File: config.mk
export PLATFORM = sky130hd
export DESIGN_NAME = eik2n_sqrt_pipe
export DESIGN_NICKNAME = d
export VERILOG_FILES = /design/src/hw/rtl/eik2n_pkg.sv /design/src/hw/rtl/eik2n_sqrt_pipe.sv
export SDC_FILE = /design/constraint.sdc
export NUM_CORES = 2
export LEC_CHECK = 0
export ABC_CLOCK_PERIOD_IN_PS = 8300
export BUFFER_PORTS_ARGS = -buffer_cell sky130_fd_sc_hd__buf_2
export CAP_MARGIN = 5
export CORE_MARGIN = 1.5
export CORE_UTILIZATION = 55
export DETAILED_ROUTE_END_ITERATION = 8
export GPL_TIMING_DRIVEN = 0
export PLACE_DENSITY = 0.71
export SLEW_MARGIN = 20
export SYNTH_ARGS = -nofsm -noshare
export SYNTH_HDL_FRONTEND = slang
export SYNTH_SLANG_ARGS = --single-unit
File: constraint.sdc
create_clock -name clk -period 8.3 [get_ports clk]
set_clock_uncertainty 0.15 [all_clocks]
set_input_delay 0.415 -clock clk [delete_from_list [all_inputs] [get_ports clk]]
set_output_delay 0.415 -clock clk [all_outputs]
set_load 0.05 [all_outputs]
File: src/hw/rtl/eik2n_pkg.sv
// shared types, widths and codes for the two-neighbour eikonal update
`default_nettype none
package eik2n_pkg;

	localparam int VALUE_WIDTH = 32;
	localparam int COST_WIDTH  = VALUE_WIDTH - 1;
	// |px - pz| and its square
	localparam int DIFF_W      = VALUE_WIDTH + 1;
	localparam int D2_W        = 2 * DIFF_W;
	// cx^2, cz^2, cx*cz and their sum
	localparam int PROD_W      = 2 * COST_WIDTH;
	localparam int DEN_W       = PROD_W + 1;
	// square root of the reduced discriminant
	localparam int SQ_W        = COST_WIDTH + 1;
	localparam int CZAD_W      = COST_WIDTH + DIFF_W;
	localparam int QSPLIT      = CZAD_W / 2;
	localparam int PSPLIT      = PROD_W / 2;
	localparam int Q_W         = COST_WIDTH + CZAD_W;
	localparam int P_W         = PROD_W + SQ_W;
	localparam int MAG_W       = Q_W + 1;
	// the root offset from pz stays below 2^(VALUE_WIDTH+2)
	localparam int QUO_W       = VALUE_WIDTH + 3;
	localparam int RT_W        = QUO_W + 2;

	typedef enum logic [1:0] {
		METHOD_X    = 2'd0,
		METHOD_Z    = 2'd1,
		METHOD_QUAD = 2'd2,
		METHOD_NONE = 2'd3
	} method_t;

	typedef struct packed {
		logic [COST_WIDTH-1:0]         cost_x;
		logic [COST_WIDTH-1:0]         cost_z;
		logic signed [VALUE_WIDTH-1:0] potential_x;
		logic signed [VALUE_WIDTH-1:0] potential_z;
		logic                          has_x;
		logic                          has_z;
	} in_item_t;

	typedef struct packed {
		logic signed [VALUE_WIDTH-1:0] new_potential;
		method_t                       method;
		logic                          valid_res;
	} out_item_t;

	// carried alongside the square root
	typedef struct packed {
		logic [DEN_W-1:0]  den;
		logic [Q_W-1:0]    q;
		logic [PROD_W-1:0] cxcz;
		logic              neg_d;
		logic              bad;
		in_item_t          base;
	} sq_side_t;

	// carried alongside the divider
	typedef struct packed {
		logic     neg;
		logic     bad;
		in_item_t base;
	} dv_side_t;

endpackage
`default_nettype wire

File: src/hw/rtl/eik2n_sqrt_pipe.sv
// pipelined restoring integer square root, one result bit per stage
`default_nettype none
module eik2n_sqrt_pipe #(
	parameter int SW     = eik2n_pkg::SQ_W,
	parameter int SIDE_W = 1
) (
	input  wire logic              clk,
	input  wire logic              arst_n,
	input  wire logic              en,
	input  wire logic              in_v,
	input  wire logic [2*SW-1:0]   rad,
	input  wire logic [SIDE_W-1:0] side_in,
	output logic                   out_v,
	output logic [SW-1:0]          root,
	output logic [SIDE_W-1:0]      side_out
);

	logic              v_s    [1:SW];
	logic [SW-1:0]     root_s [1:SW];
	logic [SIDE_W-1:0] side_s [1:SW];
	logic [SW:0]       rem_s  [1:SW-1];
	logic [2*SW-1:0]   rad_s  [1:SW-1];

	for (genvar k = 0; k < SW; k++) begin : g_st
		logic [SW:0]       rem_c;
		logic [SW-1:0]     root_c;
		logic [2*SW-1:0]   rad_c;
		logic              v_c;
		logic [SIDE_W-1:0] side_c;
		logic [SW+1:0]     rem_n;
		logic [SW+1:0]     trial;
		logic [SW+1:0]     diff;
		logic              ge;

		if (k == 0) begin : g_in
			assign rem_c  = '0;
			assign root_c = '0;
			assign rad_c  = rad;
			assign v_c    = in_v;
			assign side_c = side_in;
		end else begin : g_mid
			assign rem_c  = rem_s[k];
			assign root_c = root_s[k];
			assign rad_c  = rad_s[k];
			assign v_c    = v_s[k];
			assign side_c = side_s[k];
		end

		// bring down the next two radicand bits
		assign rem_n = {rem_c[SW-1:0], rad_c[2*SW-1 -: 2]};
		assign trial = {root_c, 2'b01};
		assign ge    = rem_n >= trial;
		assign diff  = rem_n - trial;

		always_ff @(posedge clk or negedge arst_n) begin
			if (!arst_n) begin
				v_s[k+1] <= 1'b0;
			end else if (en) begin
				v_s[k+1] <= v_c;
			end
		end

		always_ff @(posedge clk) begin
			if (en) begin
				root_s[k+1] <= {root_c[SW-2:0], ge};
				side_s[k+1] <= side_c;
			end
		end

		if (k < SW - 1) begin : g_carry
			always_ff @(posedge clk) begin
				if (en) begin
					rem_s[k+1] <= ge ? diff[SW:0] : rem_n[SW:0];
					rad_s[k+1] <= rad_c << 2;
				end
			end
		end
	end

	assign out_v    = v_s[SW];
	assign root     = root_s[SW];
	assign side_out = side_s[SW];

endmodule
`default_nettype wire

==> run_results.csv <==
group,metric,value,unit
place,preCtsSetupSlack,3.205,ns
outcome,outcome,"complete, no violations",
floorplanning,start_util,55.53,%
route,vias_per_cell,5.659,
sta,setup_ws,2.932,ns
floorplanning,fp-row-count,168,
critical_path,path_depth,13,
finish,final_layout_size_suffix_gt1_share,7.292,%
finish,fin_cells,12450,
critical_path,crit_path_frequent_cell,"clkbuf_1",
power_and_ir_drop,swShare,27.87,%
logic_synthesis,synthCells,8934,
critical_path,end_kind,"flop",
logic_synthesis,ys.flop_type,"edfxtp_1",
clock_tree,insertion_delay,0.94,ns
finish,final_util,62.35,%
sta,worst_pin_slew,1.090,ns
sta,fin_crit,5.368,ns
global_route,grt_max_degree,157,
route,drt_pass1_iterations,8,
sta,setup_tns,0,ns
sta,period_share,64.68,%
finish,syn2layout_area_growth,12.28,%
clock_tree,numCtsBuffers,284,
power_and_ir_drop,seq_power_share,47.1,%
critical_path,crit_arrival,5.82,ns
global_route,grt_pass1_wl,366000,µm
logic_synthesis,yosysWarnings,0,
power_and_ir_drop,p_int,26.44,mW
worst_hold_path,min_path_type,"input pin to flop",
logic_synthesis,netlist_area,116700,µm²
floorplanning,ioPinCount,103,
critical_path,reg2reg_depth,13,
sta,drv_slew,0,
power_and_ir_drop,ir_drop,0.2428,mV
route,wl_per_cell,18.46,µm
critical_path,cp_num_buf_inv,4,
power_and_ir_drop,total_power,36.66,mW
global_route,grt_overflow_total,0,
critical_path,startpoint_type,"flop",
clock_tree,clockRootBuffer,"clkbuf_16",
sta,slew_headroom,27.31,%
critical_path,r2r-end,"rem_s[1][447]",
logic_synthesis,synth-edff-count,2497,
flow_run,maxCapViolCount,0,
floorplanning,die-area,215000,µm²
place,dpl_cell_area,121200,µm²
power_and_ir_drop,powerDensity,279.7,nW/µm²
place,globalplace.congestion,0.9231,
logic_synthesis,async_flop_share,1.265,%
critical_path,critPathRequiredTime,8.75,ns
clock_tree,cts.path.max_buffers,4,
critical_path,reg2reg_slack,2.93,ns
route,vias,70440,
worst_hold_path,holdCritStartpoint,"rad[0]",
place,port_buffers,102,
critical_path,r2r-start,"rem_s[1][406]",
logic_synthesis,syn_nets,9564,
critical_path,critPathMaxStageDelay,0.73,ns
floorplanning,core_area,210200,µm²
power_and_ir_drop,p_comb_share,20.7,%
route,drt-total-wl,229700,µm
clock_tree,htreeDepth,5,
route,ant_nets,0,
finish,fin_nets,10080,
finish,design_area,131100,µm²
logic_synthesis,avgSynthCellArea,13.07,µm²
worst_hold_path,min_path_cells,2,
global_route,grtUsageTotal,21.13,%
clock_tree,cts_hold_buf,110,
critical_path,cp_cell_sequence,"ha_1 -> clkbuf_1 -> nand3_1 -> nor3_1 -> and3_1 -> o311ai_0 -> nand2_1 -> a22o_1 -> or2_2 -> clkbuf_1 -> clkbuf_1 -> clkbuf_1 -> a21oi_1",
place,dpl.hpwl,163800,µm
finish,fillers,15930,
finish,most-common-layout-cells,"edfxtp_1, inv_1, nand2_1, ha_1, a21oi_1",
clock_tree,cts_tree,"yes",
clock_tree,cts.sinks,2529,
power_and_ir_drop,p_leak,50.31,nW
sta,hold_viol,0,
logic_synthesis,ys_seq_elements,2529,
route,drtIter0Drc,5396,
logic_synthesis,synth_cell_types,96,
floorplanning,die_h,463.7,µm
logic_synthesis,yosysSeqAreaShare,64.92,%
clock_tree,clk_pin_slew_worst_paths,0.06,ns
route,drc,0,
floorplanning,die_x,463.7,µm
critical_path,critPathMaxFanout,10,
critical_path,crit_slowest_cell,"nor3_1",
worst_hold_path,worstHoldEndpoint,"rad_s[0][62]",
sta,rsz0062_at_grt,"false",
global_route,grt_pass1_vias,69250,
sta,fmax,0.1863,GHz
power_and_ir_drop,switchingPower,10.22,mW
critical_path,cp_top_family,"buffers and inverters",
power_and_ir_drop,clockPowerShare,32.2,%
place,post-place-cells,11860,
sta,timing.hold.ws,0.06306,ns
clock_tree,cts-resized-gates,0,
critical_path,worstSetupPathType,"flop to flop",
finish,final_common_cell,"edfxtp_1",
sta,setup_viol,0,
clock_tree,post_cts_buffers,0,
global_route,antenna_found_initial,2,
==> cell usage after synthesis, types with 23 or more instances <==
cell type | count | area share, %
and3_1 | 51 | 0.27
nand3_1 | 131 | 0.56
a21boi_0 | 24 | 0.15
nor3_1 | 195 | 0.84
nand2_1 | 599 | 1.9
o21a_1 | 91 | 0.59
clkbuf_1 | 143 | 0.46
nor2b_1 | 70 | 0.38
nand4b_1 | 23 | 0.17
edfxtp_1 | 2497 | 64
a21o_1 | 253 | 1.6
a211oi_1 | 45 | 0.29
nand2b_1 | 103 | 0.55
nand4_1 | 101 | 0.54
nor4_1 | 109 | 0.58
o21ai_0 | 472 | 2.0
nand3b_1 | 26 | 0.17
mux2_2 | 115 | 1.1
or4_1 | 42 | 0.27
o211ai_1 | 36 | 0.23
a21oi_1 | 558 | 2.4
or3_1 | 91 | 0.49
nor2_1 | 543 | 1.7
or2_2 | 41 | 0.22
xor2_1 | 383 | 2.9
xnor2_1 | 409 | 3.1
ha_1 | 561 | 6.0
dfrtp_1 | 32 | 0.69
and2_1 | 38 | 0.20
o31ai_1 | 51 | 0.33
o21bai_1 | 51 | 0.33
inv_1 | 706 | 2.3
a31oi_1 | 50 | 0.27
==> power by group through the flow <==
stage / Clock, mW / Combinational [mW] / Sequential (mW)
after detailed placement: 0 / 7.43 / 17.5
final: 11.8 / 7.58 / 17.3
after floorplan: 0 / 5.56 / 17.1
after global placement: 0 / 7.26 / 18.4
after global routing: 12.6 / 8.46 / 17.4
after CTS: 12.1 / 7.53 / 17.3
==> metal layers <==
metal / wire, µm / vias up / global-route usage (%)
met2: 112900 / 1737 / 35.81
met1: 99170 / 34160 / 28.16
met5: 0 / - / 0
met4: 6393 / 0 / 6.528
li1: - / 34110 / -
met3: 11280 / 430 / 3.147
==> worst register-to-register path: cells and delay by family, from the launching register on <==
family | cells | cell delay, ns
compound gates | 3 | 0.73
fa+ha+maj | 1 | 0.29
buf+inv | 4 | 1.90
flops | 1 | 0.41
simple gates | 5 | 1.60
==> flip-flops by register name, summed over array words and instances, names as in the netlist <==
signal,flops
g_st.v_c,31
out_v,1
rad_s,992
rem_s,945
root_s,528
side_s,32
==> final cells by class <==
class / instances / area, µm² / share of cell area [%]
flip-flops and latches: 2529 / 75780 / 57.82
multi-input cells: 5528 / 37650 / 28.73
clock buffers: 339 / 7460 / 5.692
well taps: 2805 / 3510 / 2.678
inverters: 710 / 2665 / 2.033
repair buffers: 229 / 2105 / 1.606
clock inverters: 139 / 1239 / 0.9451
plain buffers: 167 / 644.4 / 0.4917
diodes: 2 / 5.005 / 0.003819
==> how the worst max path moves through the flow <==
stage,slack (ns),endpoint,from
floorplan,4.88,rem_s[0][486],rem_s[0][447]
global placement,-31.18,rad_s[7][109],en
detailed placement,3.21,rem_s[1][454],rem_s[1][406]
CTS,3.17,rem_s[1][444],rem_s[1][406]
global route,2.69,rem_s[1][450],rem_s[1][406]
finish,2.93,rem_s[1][447],rem_s[1][406]
==> cells by family after synthesis <==
logic type	Yosys count	share of synthesized area, %
AO/OA/AOI/OAI	1815	9.625
multiplexers	124	1.187
AND/OR/NAND/NOR	2235	9.469
flip-flops	2529	64.92
XOR/XNOR	792	5.943
buffers and inverters	877	2.835
adder cells (fa/ha/maj)	561	6.014
other	1	0.003213
No activity file was read; power rests on OpenSTA's default activity.
