[config.mk]
export PLATFORM = sky130hd
export DESIGN_NAME = eik2n_out_buf
export DESIGN_NICKNAME = d
export VERILOG_FILES = /design/src/hw/rtl/eik2n_pkg.sv /design/src/hw/rtl/eik2n_out_buf.sv
export SDC_FILE = /design/constraint.sdc
export NUM_CORES = 1
export LEC_CHECK = 0
export BUFFER_PORTS_ARGS = -buffer_cell sky130_fd_sc_hd__buf_2
export CAP_MARGIN = 5
export CORE_MARGIN = 5
export CORE_UTILIZATION = 40
export DETAILED_ROUTE_END_ITERATION = 7
export SKIP_CTS_REPAIR_TIMING = 1
export SLEW_MARGIN = 20
export SYNTH_ARGS = -nofsm -noshare
export SYNTH_HDL_FRONTEND = slang
export SYNTH_SLANG_ARGS = --single-unit
[constraint.sdc]
create_clock -name clk -period 5.4 [get_ports clk]
set_input_delay 1.08 -clock clk [delete_from_list [all_inputs] [get_ports clk]]
set_output_delay 1.08 -clock clk [all_outputs]
set_load 0.005 [all_outputs]
[src/hw/rtl/eik2n_pkg.sv]
// shared types, widths and codes for the two-neighbour eikonal update
`default_nettype none
package eik2n_pkg;

	localparam int VALUE_WIDTH = 32;
	localparam int COST_WIDTH  = VALUE_WIDTH - 1;
	// |px - pz| and its square
	localparam int DIFF_W      = VALUE_WIDTH + 1;
	localparam int D2_W        = 2 * DIFF_W;
	// cx^2, cz^2, cx*cz and their sum
	localparam int PROD_W      = 2 * COST_WIDTH;
	localparam int DEN_W       = PROD_W + 1;
	// square root of the reduced discriminant
	localparam int SQ_W        = COST_WIDTH + 1;
	localparam int CZAD_W      = COST_WIDTH + DIFF_W;
	localparam int QSPLIT      = CZAD_W / 2;
	localparam int PSPLIT      = PROD_W / 2;
	localparam int Q_W         = COST_WIDTH + CZAD_W;
	localparam int P_W         = PROD_W + SQ_W;
	localparam int MAG_W       = Q_W + 1;
	// the root offset from pz stays below 2^(VALUE_WIDTH+2)
	localparam int QUO_W       = VALUE_WIDTH + 3;
	localparam int RT_W        = QUO_W + 2;

	typedef enum logic [1:0] {
		METHOD_X    = 2'd0,
		METHOD_Z    = 2'd1,
		METHOD_QUAD = 2'd2,
		METHOD_NONE = 2'd3
	} method_t;

	typedef struct packed {
		logic [COST_WIDTH-1:0]         cost_x;
		logic [COST_WIDTH-1:0]         cost_z;
		logic signed [VALUE_WIDTH-1:0] potential_x;
		logic signed [VALUE_WIDTH-1:0] potential_z;
		logic                          has_x;
		logic                          has_z;
	} in_item_t;

	typedef struct packed {
		logic signed [VALUE_WIDTH-1:0] new_potential;
		method_t                       method;
		logic                          valid_res;
	} out_item_t;

	// carried alongside the square root
	typedef struct packed {
		logic [DEN_W-1:0]  den;
		logic [Q_W-1:0]    q;
		logic [PROD_W-1:0] cxcz;
		logic              neg_d;
		logic              bad;
		in_item_t          base;
	} sq_side_t;

	// carried alongside the divider
	typedef struct packed {
		logic     neg;
		logic     bad;
		in_item_t base;
	} dv_side_t;

endpackage
`default_nettype wire

[src/hw/rtl/eik2n_out_buf.sv]
// two-entry result buffer: output register plus skid register
`default_nettype none
module eik2n_out_buf (
	input  wire logic                 clk,
	input  wire logic                 arst_n,
	input  wire logic                 pipe_v,
	input  wire eik2n_pkg::out_item_t pipe_item,
	output logic                      en,
	output logic                      result_valid,
	input  wire logic                 result_ready,
	output eik2n_pkg::out_item_t      result
);
	import eik2n_pkg::*;

	logic      out_v_q;
	logic      skid_v_q;
	out_item_t out_q;
	out_item_t skid_q;
	logic      load_out;
	logic      load_skid;
	logic      from_skid;

	// pipeline moves only while the skid entry is free
	assign en = !skid_v_q;

	always_comb begin
		from_skid = skid_v_q && result_ready;
		load_out  = !skid_v_q && pipe_v && (!out_v_q || result_ready);
		load_skid = !skid_v_q && pipe_v && out_v_q && !result_ready;
	end

	always_ff @(posedge clk or negedge arst_n) begin
		if (!arst_n) begin
			out_v_q  <= 1'b0;
			skid_v_q <= 1'b0;
		end else begin
			if (load_out || from_skid) begin
				out_v_q <= 1'b1;
			end else if (result_ready) begin
				out_v_q <= 1'b0;
			end
			if (load_skid) begin
				skid_v_q <= 1'b1;
			end else if (from_skid) begin
				skid_v_q <= 1'b0;
			end
		end
	end

	always_ff @(posedge clk) begin
		if (from_skid) begin
			out_q <= skid_q;
		end else if (load_out) begin
			out_q <= pipe_item;
		end
		if (load_skid) begin
			skid_q <= pipe_item;
		end
	end

	assign result_valid = out_v_q;
	assign result       = out_q;

	a_skid_behind_out: assert property (@(posedge clk) disable iff (!arst_n)
		skid_v_q |-> out_v_q)
		else $error("skid entry held without an output entry");

	a_skid_drains_first: assert property (@(posedge clk) disable iff (!arst_n)
		skid_v_q && result_ready |=> result == $past(skid_q))
		else $error("skid entry not passed on after output transfer");

endmodule
`default_nettype wire

==> impl_metrics.toml, run 1 <==
[timing]
tightest_slew_ns = 1.01
min_period_ns = 2.29
finalHoldViolCount = 0
finalCritPeriodShare_pct = 42.4
maxSlewHeadroom_pct = 32.2
rsz0062_at_grt = "no"
finalMaxSlewViolations = 0
tns_ns = 0
fmax_mhz = 437
final-setup-viol-count = 0
finalClockSkew_ns = 0.00870

[layout]
num_antenna_cells = 0
area_growth_pct = 23.2
design_area_um2 = 3380
drive_above_1_share_pct = 61.1
final_nets = 242

[grt]
grt_pass1_vias = 1464
grt_pass1_wl_um = 7600
grt_overflow = 0
grtUsageTotal_pct = 11.8
grt_max_degree = 37
antenna_found_initial = 0

[clock_network]
root_buffer = "clkbuf_8"
cts_made_buffers = 9
clk_pin_slew_ns = 0.07
ctsLongestPathBuffers = 2
tritoncts = "done"
cts_sinks = 72
clock_latency_ns = 0.33
h-tree-depth = 3

[setup_path]
cp.arrival_ns = 2.24
startpoint = "result_ready"
crit_fanout = 35
critical_path_class = "in -> reg"
r2r-start = "skid_v_q"
required_ns = 5.35
startpoint_type = "input port"
end_kind = "flop"

[logic_synthesis]
ys_types = 12
synth_top_area_share_pct = 76.5
synth_top_area_cell = "edfxtp_1"
synthCells = 120
yosysMostFrequentCell = "edfxtp_1"
syn-num-nets = 159
seq_area_frac_synth_pct = 78.4
ys_ff_latch = 72
yosysWarnings = 0
synth_common_cells = "edfxtp_1 (70), mux2_4 (29), mux2_2 (6), buf_6 (3), nor2_1 (3)"
synth_area_leaders = "edfxtp_1 (77%), mux2_4 (16%), mux2_2 (2.5%)"
synthFlopType = "edfxtp_1"
avgSynthCellArea_um2 = 22.9
async_flop_share_pct = 2.78
syn_area_um2 = 2750
synth_edf_count = 70

[place]
dpl_cell_area_um2 = 3200
gp_congestion = 0.696
place_hpwl_um = 3290
port_buffers = 75

[route]
wirelength_um = 5000
detail_route.iter0.violations = 59
viasPerCell = 4.72
drc_errors = 0
dr.pass1.iters = 4
antenna_left = 0
dr_total_vias = 1358
wire_per_inst_um = 17.4

[power]
combPwrFrac_pct = 9.6
p_sw_w = 0.000262
p_leak_nw = 1.39
p_int_w = 0.000930
power_density_nw_per_um2 = 352
switching_share_pct = 22.0
p_clk_share_pct = 33.9
seq_power_share_pct = 56.5
peakVddDrop_v = 0.000149

[hold_path]
min_path_type = "in -> async"

[floorplan]
die_y_um = 92.9
coreArea_um2 = 6760
pin_count = 76
die_x_um = 92.9
row_count = 30
design.die.area_um2 = 8620
initial_core_util_pct = 40.6

[job]
cap_viol_max_count = 0

[outcome]
run_status = "complete, no violations"
[area by class of cell]
class                           instances  area (um2)
Clock buffer                            9         124
Clock inverter                          7        62.6
Fill cell                             595        3370
Inverter                                1        3.75
Multi-Input combinational cell         44         566
Sequential cell                        72        2150
Tap cell                               80         100
Timing Repair Buffer                   75         375
[worst max-delay path, stage by stage]
cell	delay (ns)
buf_2	0.13
nand2b_1	0.20
nor2_4	0.81
[layout by cell type (no fill, tap or decap)]
cell,netlist,routed
inv_1,1,1
nand3_1,1,1
a21oi_1,1,1
nand2b_1,2,2
clkinv_2,0,2
clkbuf_8,0,9
clkinv_1,0,2
mux2_4,29,29
nor2_1,3,2
bufinv_16,0,1
nand2_4,1,1
dfrtp_1,2,2
buf_2,0,75
mux2_2,6,6
clkinvlp_4,0,2
edfxtp_1,70,70
o22a_2,0,1
nor2_4,0,1
[sequential cells by signal (all words and copies together), names as in the netlist]
name          flops
skid_q           35
result           35
skid_v_q          1
result_valid      1
[worst paths after layout]
check,end,slack [ns],cells past startpoint
worst min-delay path,result_valid,0.52,1
max in group asynchronous,skid_v_q,4.77,1
worst min register to register,result[22],0.55,1
min in group clk,result[22],0.55,1
worst max register to register,skid_q[33],3.53,2
worst max-delay path,skid_q[33],3.11,3
[power by group through the flow]
stage	Clock, W	Sequential, W	Combinational, W
final	0.000404	0.000674	0.000115
after global routing	0.000444	0.000677	0.000125
after CTS	0.000420	0.000674	0.000118
after detailed placement	0	0.000686	0.000118
after global placement	0	0.000685	0.000113
after floorplan	0	0.000689	0.0000580
[per-layer routing]
| metal | vias to the layer above | track usage (%) | routed length (um) |
|---|---|---|---|
| met2 | 50 | 19.7 | 2570 |
| met4 | 0 | 6.59 | 91 |
| met5 | - | 0 | 0 |
| met3 | 8 | 2.92 | 226 |
| met1 | 660 | 13.9 | 2110 |
| li1 | 640 | - | - |
[stage by stage]
step | hold WS [ns] | total power [W] | util [%] | cells | setup WS [ns]
2_1_floorplan | 0.525 | 0.000747 | - | 120 | 2.25
3_3_place_gp | 0.530 | 0.000798 | 47.3 | 272 | 2.83
3_5_place_dp | 0.534 | 0.000804 | 47.3 | 272 | 2.75
4_1_cts | 0.502 | 0.00121 | 50.1 | 288 | 3.12
5_1_grt | 0.501 | 0.00125 | 50.1 | 288 | 3.07
6_report | 0.523 | 0.00119 | 50.1 | 288 | 3.11
[logic make-up after synthesis]
family                 count (synthesis)  synth area share (%)
flip-flops                            72                  78.4
multiplexers                          35                  18.3
AND/OR/NAND/NOR                        7                  1.46
buffers and inverters                  4                  1.37
AO/OA/AOI/OAI                          2                 0.501
Note: power is estimated with default switching activity, not from simulation.
==> run 2, diff against run 1 <==
- clock period: 5.4 -> 2.35 ns (I/O delays scaled with it)
==> run 2 against run 1 <==
Die area unchanged. Critical endpoint is now result[2]. Routed wire length down 5.2%. Power up 130%.
==> impl_metrics.toml, run 2 (synthesized netlist as in run 1, its figures left out) <==
[setup_path]
r2r-start = "skid_v_q"
critical_path_buf_inv_count = 0
critical_path_class = "reg -> reg"
crit_fanout = 36
cp_cell_sequence = "nand2_4 -> mux2_2"
cp.depth = 2
r2r_end = "result[2]"
startpoint_type = "flop"
end_kind = "flop"
crit_family = "simple AND/OR/NAND/NOR gates"
max_stage_delay_ns = 0.51
rr_worst_depth = 2
required_ns = 2.43
cp.arrival_ns = 1.71
r2r_slack_ns = 0.72
cp_slowest_cell = "nand2_4"

[hold_path]
min_path_type = "in -> reg"
min_to = "skid_q[0]"
hold_path_depth = 1
hp-start = "pipe_item[0]"

[grt]
grt_pass1_wl_um = 7520
grt_pass1_vias = 1498
grt_max_degree = 37
antenna_found_initial = 0
grt_overflow = 0
grtUsageTotal_pct = 11.7

[floorplan]
die_y_um = 92.9
coreArea_um2 = 6760
row_count = 30
design.die.area_um2 = 8620
initial_core_util_pct = 40.6
die_x_um = 92.9
pin_count = 76

[timing]
tns_ns = 0
fmax_mhz = 612
maxSlewHeadroom_pct = 57.3
min_period_ns = 1.63
finalMaxSlewViolations = 0
finalHoldViolCount = 0
final-setup-viol-count = 0
tightest_slew_ns = 0.640
finalClockSkew_ns = 0.00874
finalCritPeriodShare_pct = 69.6
rsz0062_at_grt = "no"

[route]
drc_errors = 0
antenna_left = 0
detail_route.iter0.violations = 72
wirelength_um = 4740
wire_per_inst_um = 16.2
viasPerCell = 4.74
dr_total_vias = 1384
dr.pass1.iters = 4

[outcome]
run_status = "complete, no violations"

[layout]
mostFrequentLayoutCells = "buf_2 (75), edfxtp_1 (70), mux2_4 (29)"
design_area_um2 = 3420
area_growth_pct = 24.6
drive_above_1_share_pct = 59.9
num_antenna_cells = 0
nFillCells = 591
final_common_cell = "buf_2"
final_nets = 246

[clock_network]
root_buffer = "clkbuf_8"
cts_made_buffers = 9
h-tree-depth = 3
ctsLongestPathBuffers = 2
tritoncts = "done"
clock_latency_ns = 0.33
cts_sinks = 72
clk_pin_slew_ns = 0.07

[place]
port_buffers = 75
dpl_cell_area_um2 = 3230
place_hpwl_um = 3340
gp_congestion = 0.662

[power]
peakVddDrop_v = 0.000523
power_density_nw_per_um2 = 795
total_power_w = 0.00272
p_leak_nw = 1.41

[job]
cap_viol_max_count = 0
[run 2: changes by cell type in the layout (fill, tap and decap cells not counted), sizes merged]
cell	previous run	this run
buf	75	78
clkbuf	9	12
clkinv	4	2
clkinvlp	2	1
dlygate4sd3	0	1
[run 2: final cells by class]
| class | count | area, um2 | share of cell area [%] |
|---|---|---|---|
| Sequential cell | 72 | 2150 | 62.9 |
| Clock inverter | 4 | 45.0 | 1.32 |
| Timing Repair Buffer | 79 | 420 | 12.3 |
| Multi-Input combinational cell | 44 | 566 | 16.5 |
| Inverter | 1 | 3.75 | 0.110 |
| Tap cell | 80 | 100 | 2.93 |
| Clock buffer | 12 | 135 | 3.95 |
[run 2: worst max-delay path by stage]
stage	from	endpoint	slack [ns]
2_1_floorplan	result_ready	skid_q[0]	0.38
4_1_cts	skid_v_q	result[2]	0.70
5_1_grt	skid_v_q	result[2]	0.65
3_5_place_dp	result_ready	result[2]	0.56
6_report	skid_v_q	result[2]	0.72
3_3_place_gp	result_ready	result[33]	0.61
[run 2: per-layer routing]
layer | vias to the layer above | wire [um] | part of all wire [%] | track usage (%)
li1 | 649 | - | - | -
met3 | 8 | 323 | 6.8 | 4.22
met1 | 685 | 1820 | 38 | 12.8
met5 | - | 0 | 0 | 0
met4 | 0 | 115 | 2.4 | 7.33
met2 | 42 | 2490 | 52 | 19.4
[run 2: through the flow]
stage                     util (%)  setup WS (ns)  hold WS [ns]  instances
after floorplan                  -          0.378         0.174        120
after global placement        47.8          0.605         0.255        275
after detailed placement      47.8          0.563         0.256        275
after CTS                     50.5          0.697        -0.104        291
after global routing          50.6          0.647         0.298        292
final                         50.6          0.715         0.322        292
[run 2: power breakdown]
group / leakage (nW) / internal, W / switching, W
combinational: 0.643 / 0.000147 / 0.000128
clock: 0.0857 / 0.000485 / 0.000416
sequential: 0.682 / 0.00152 / 0.0000251
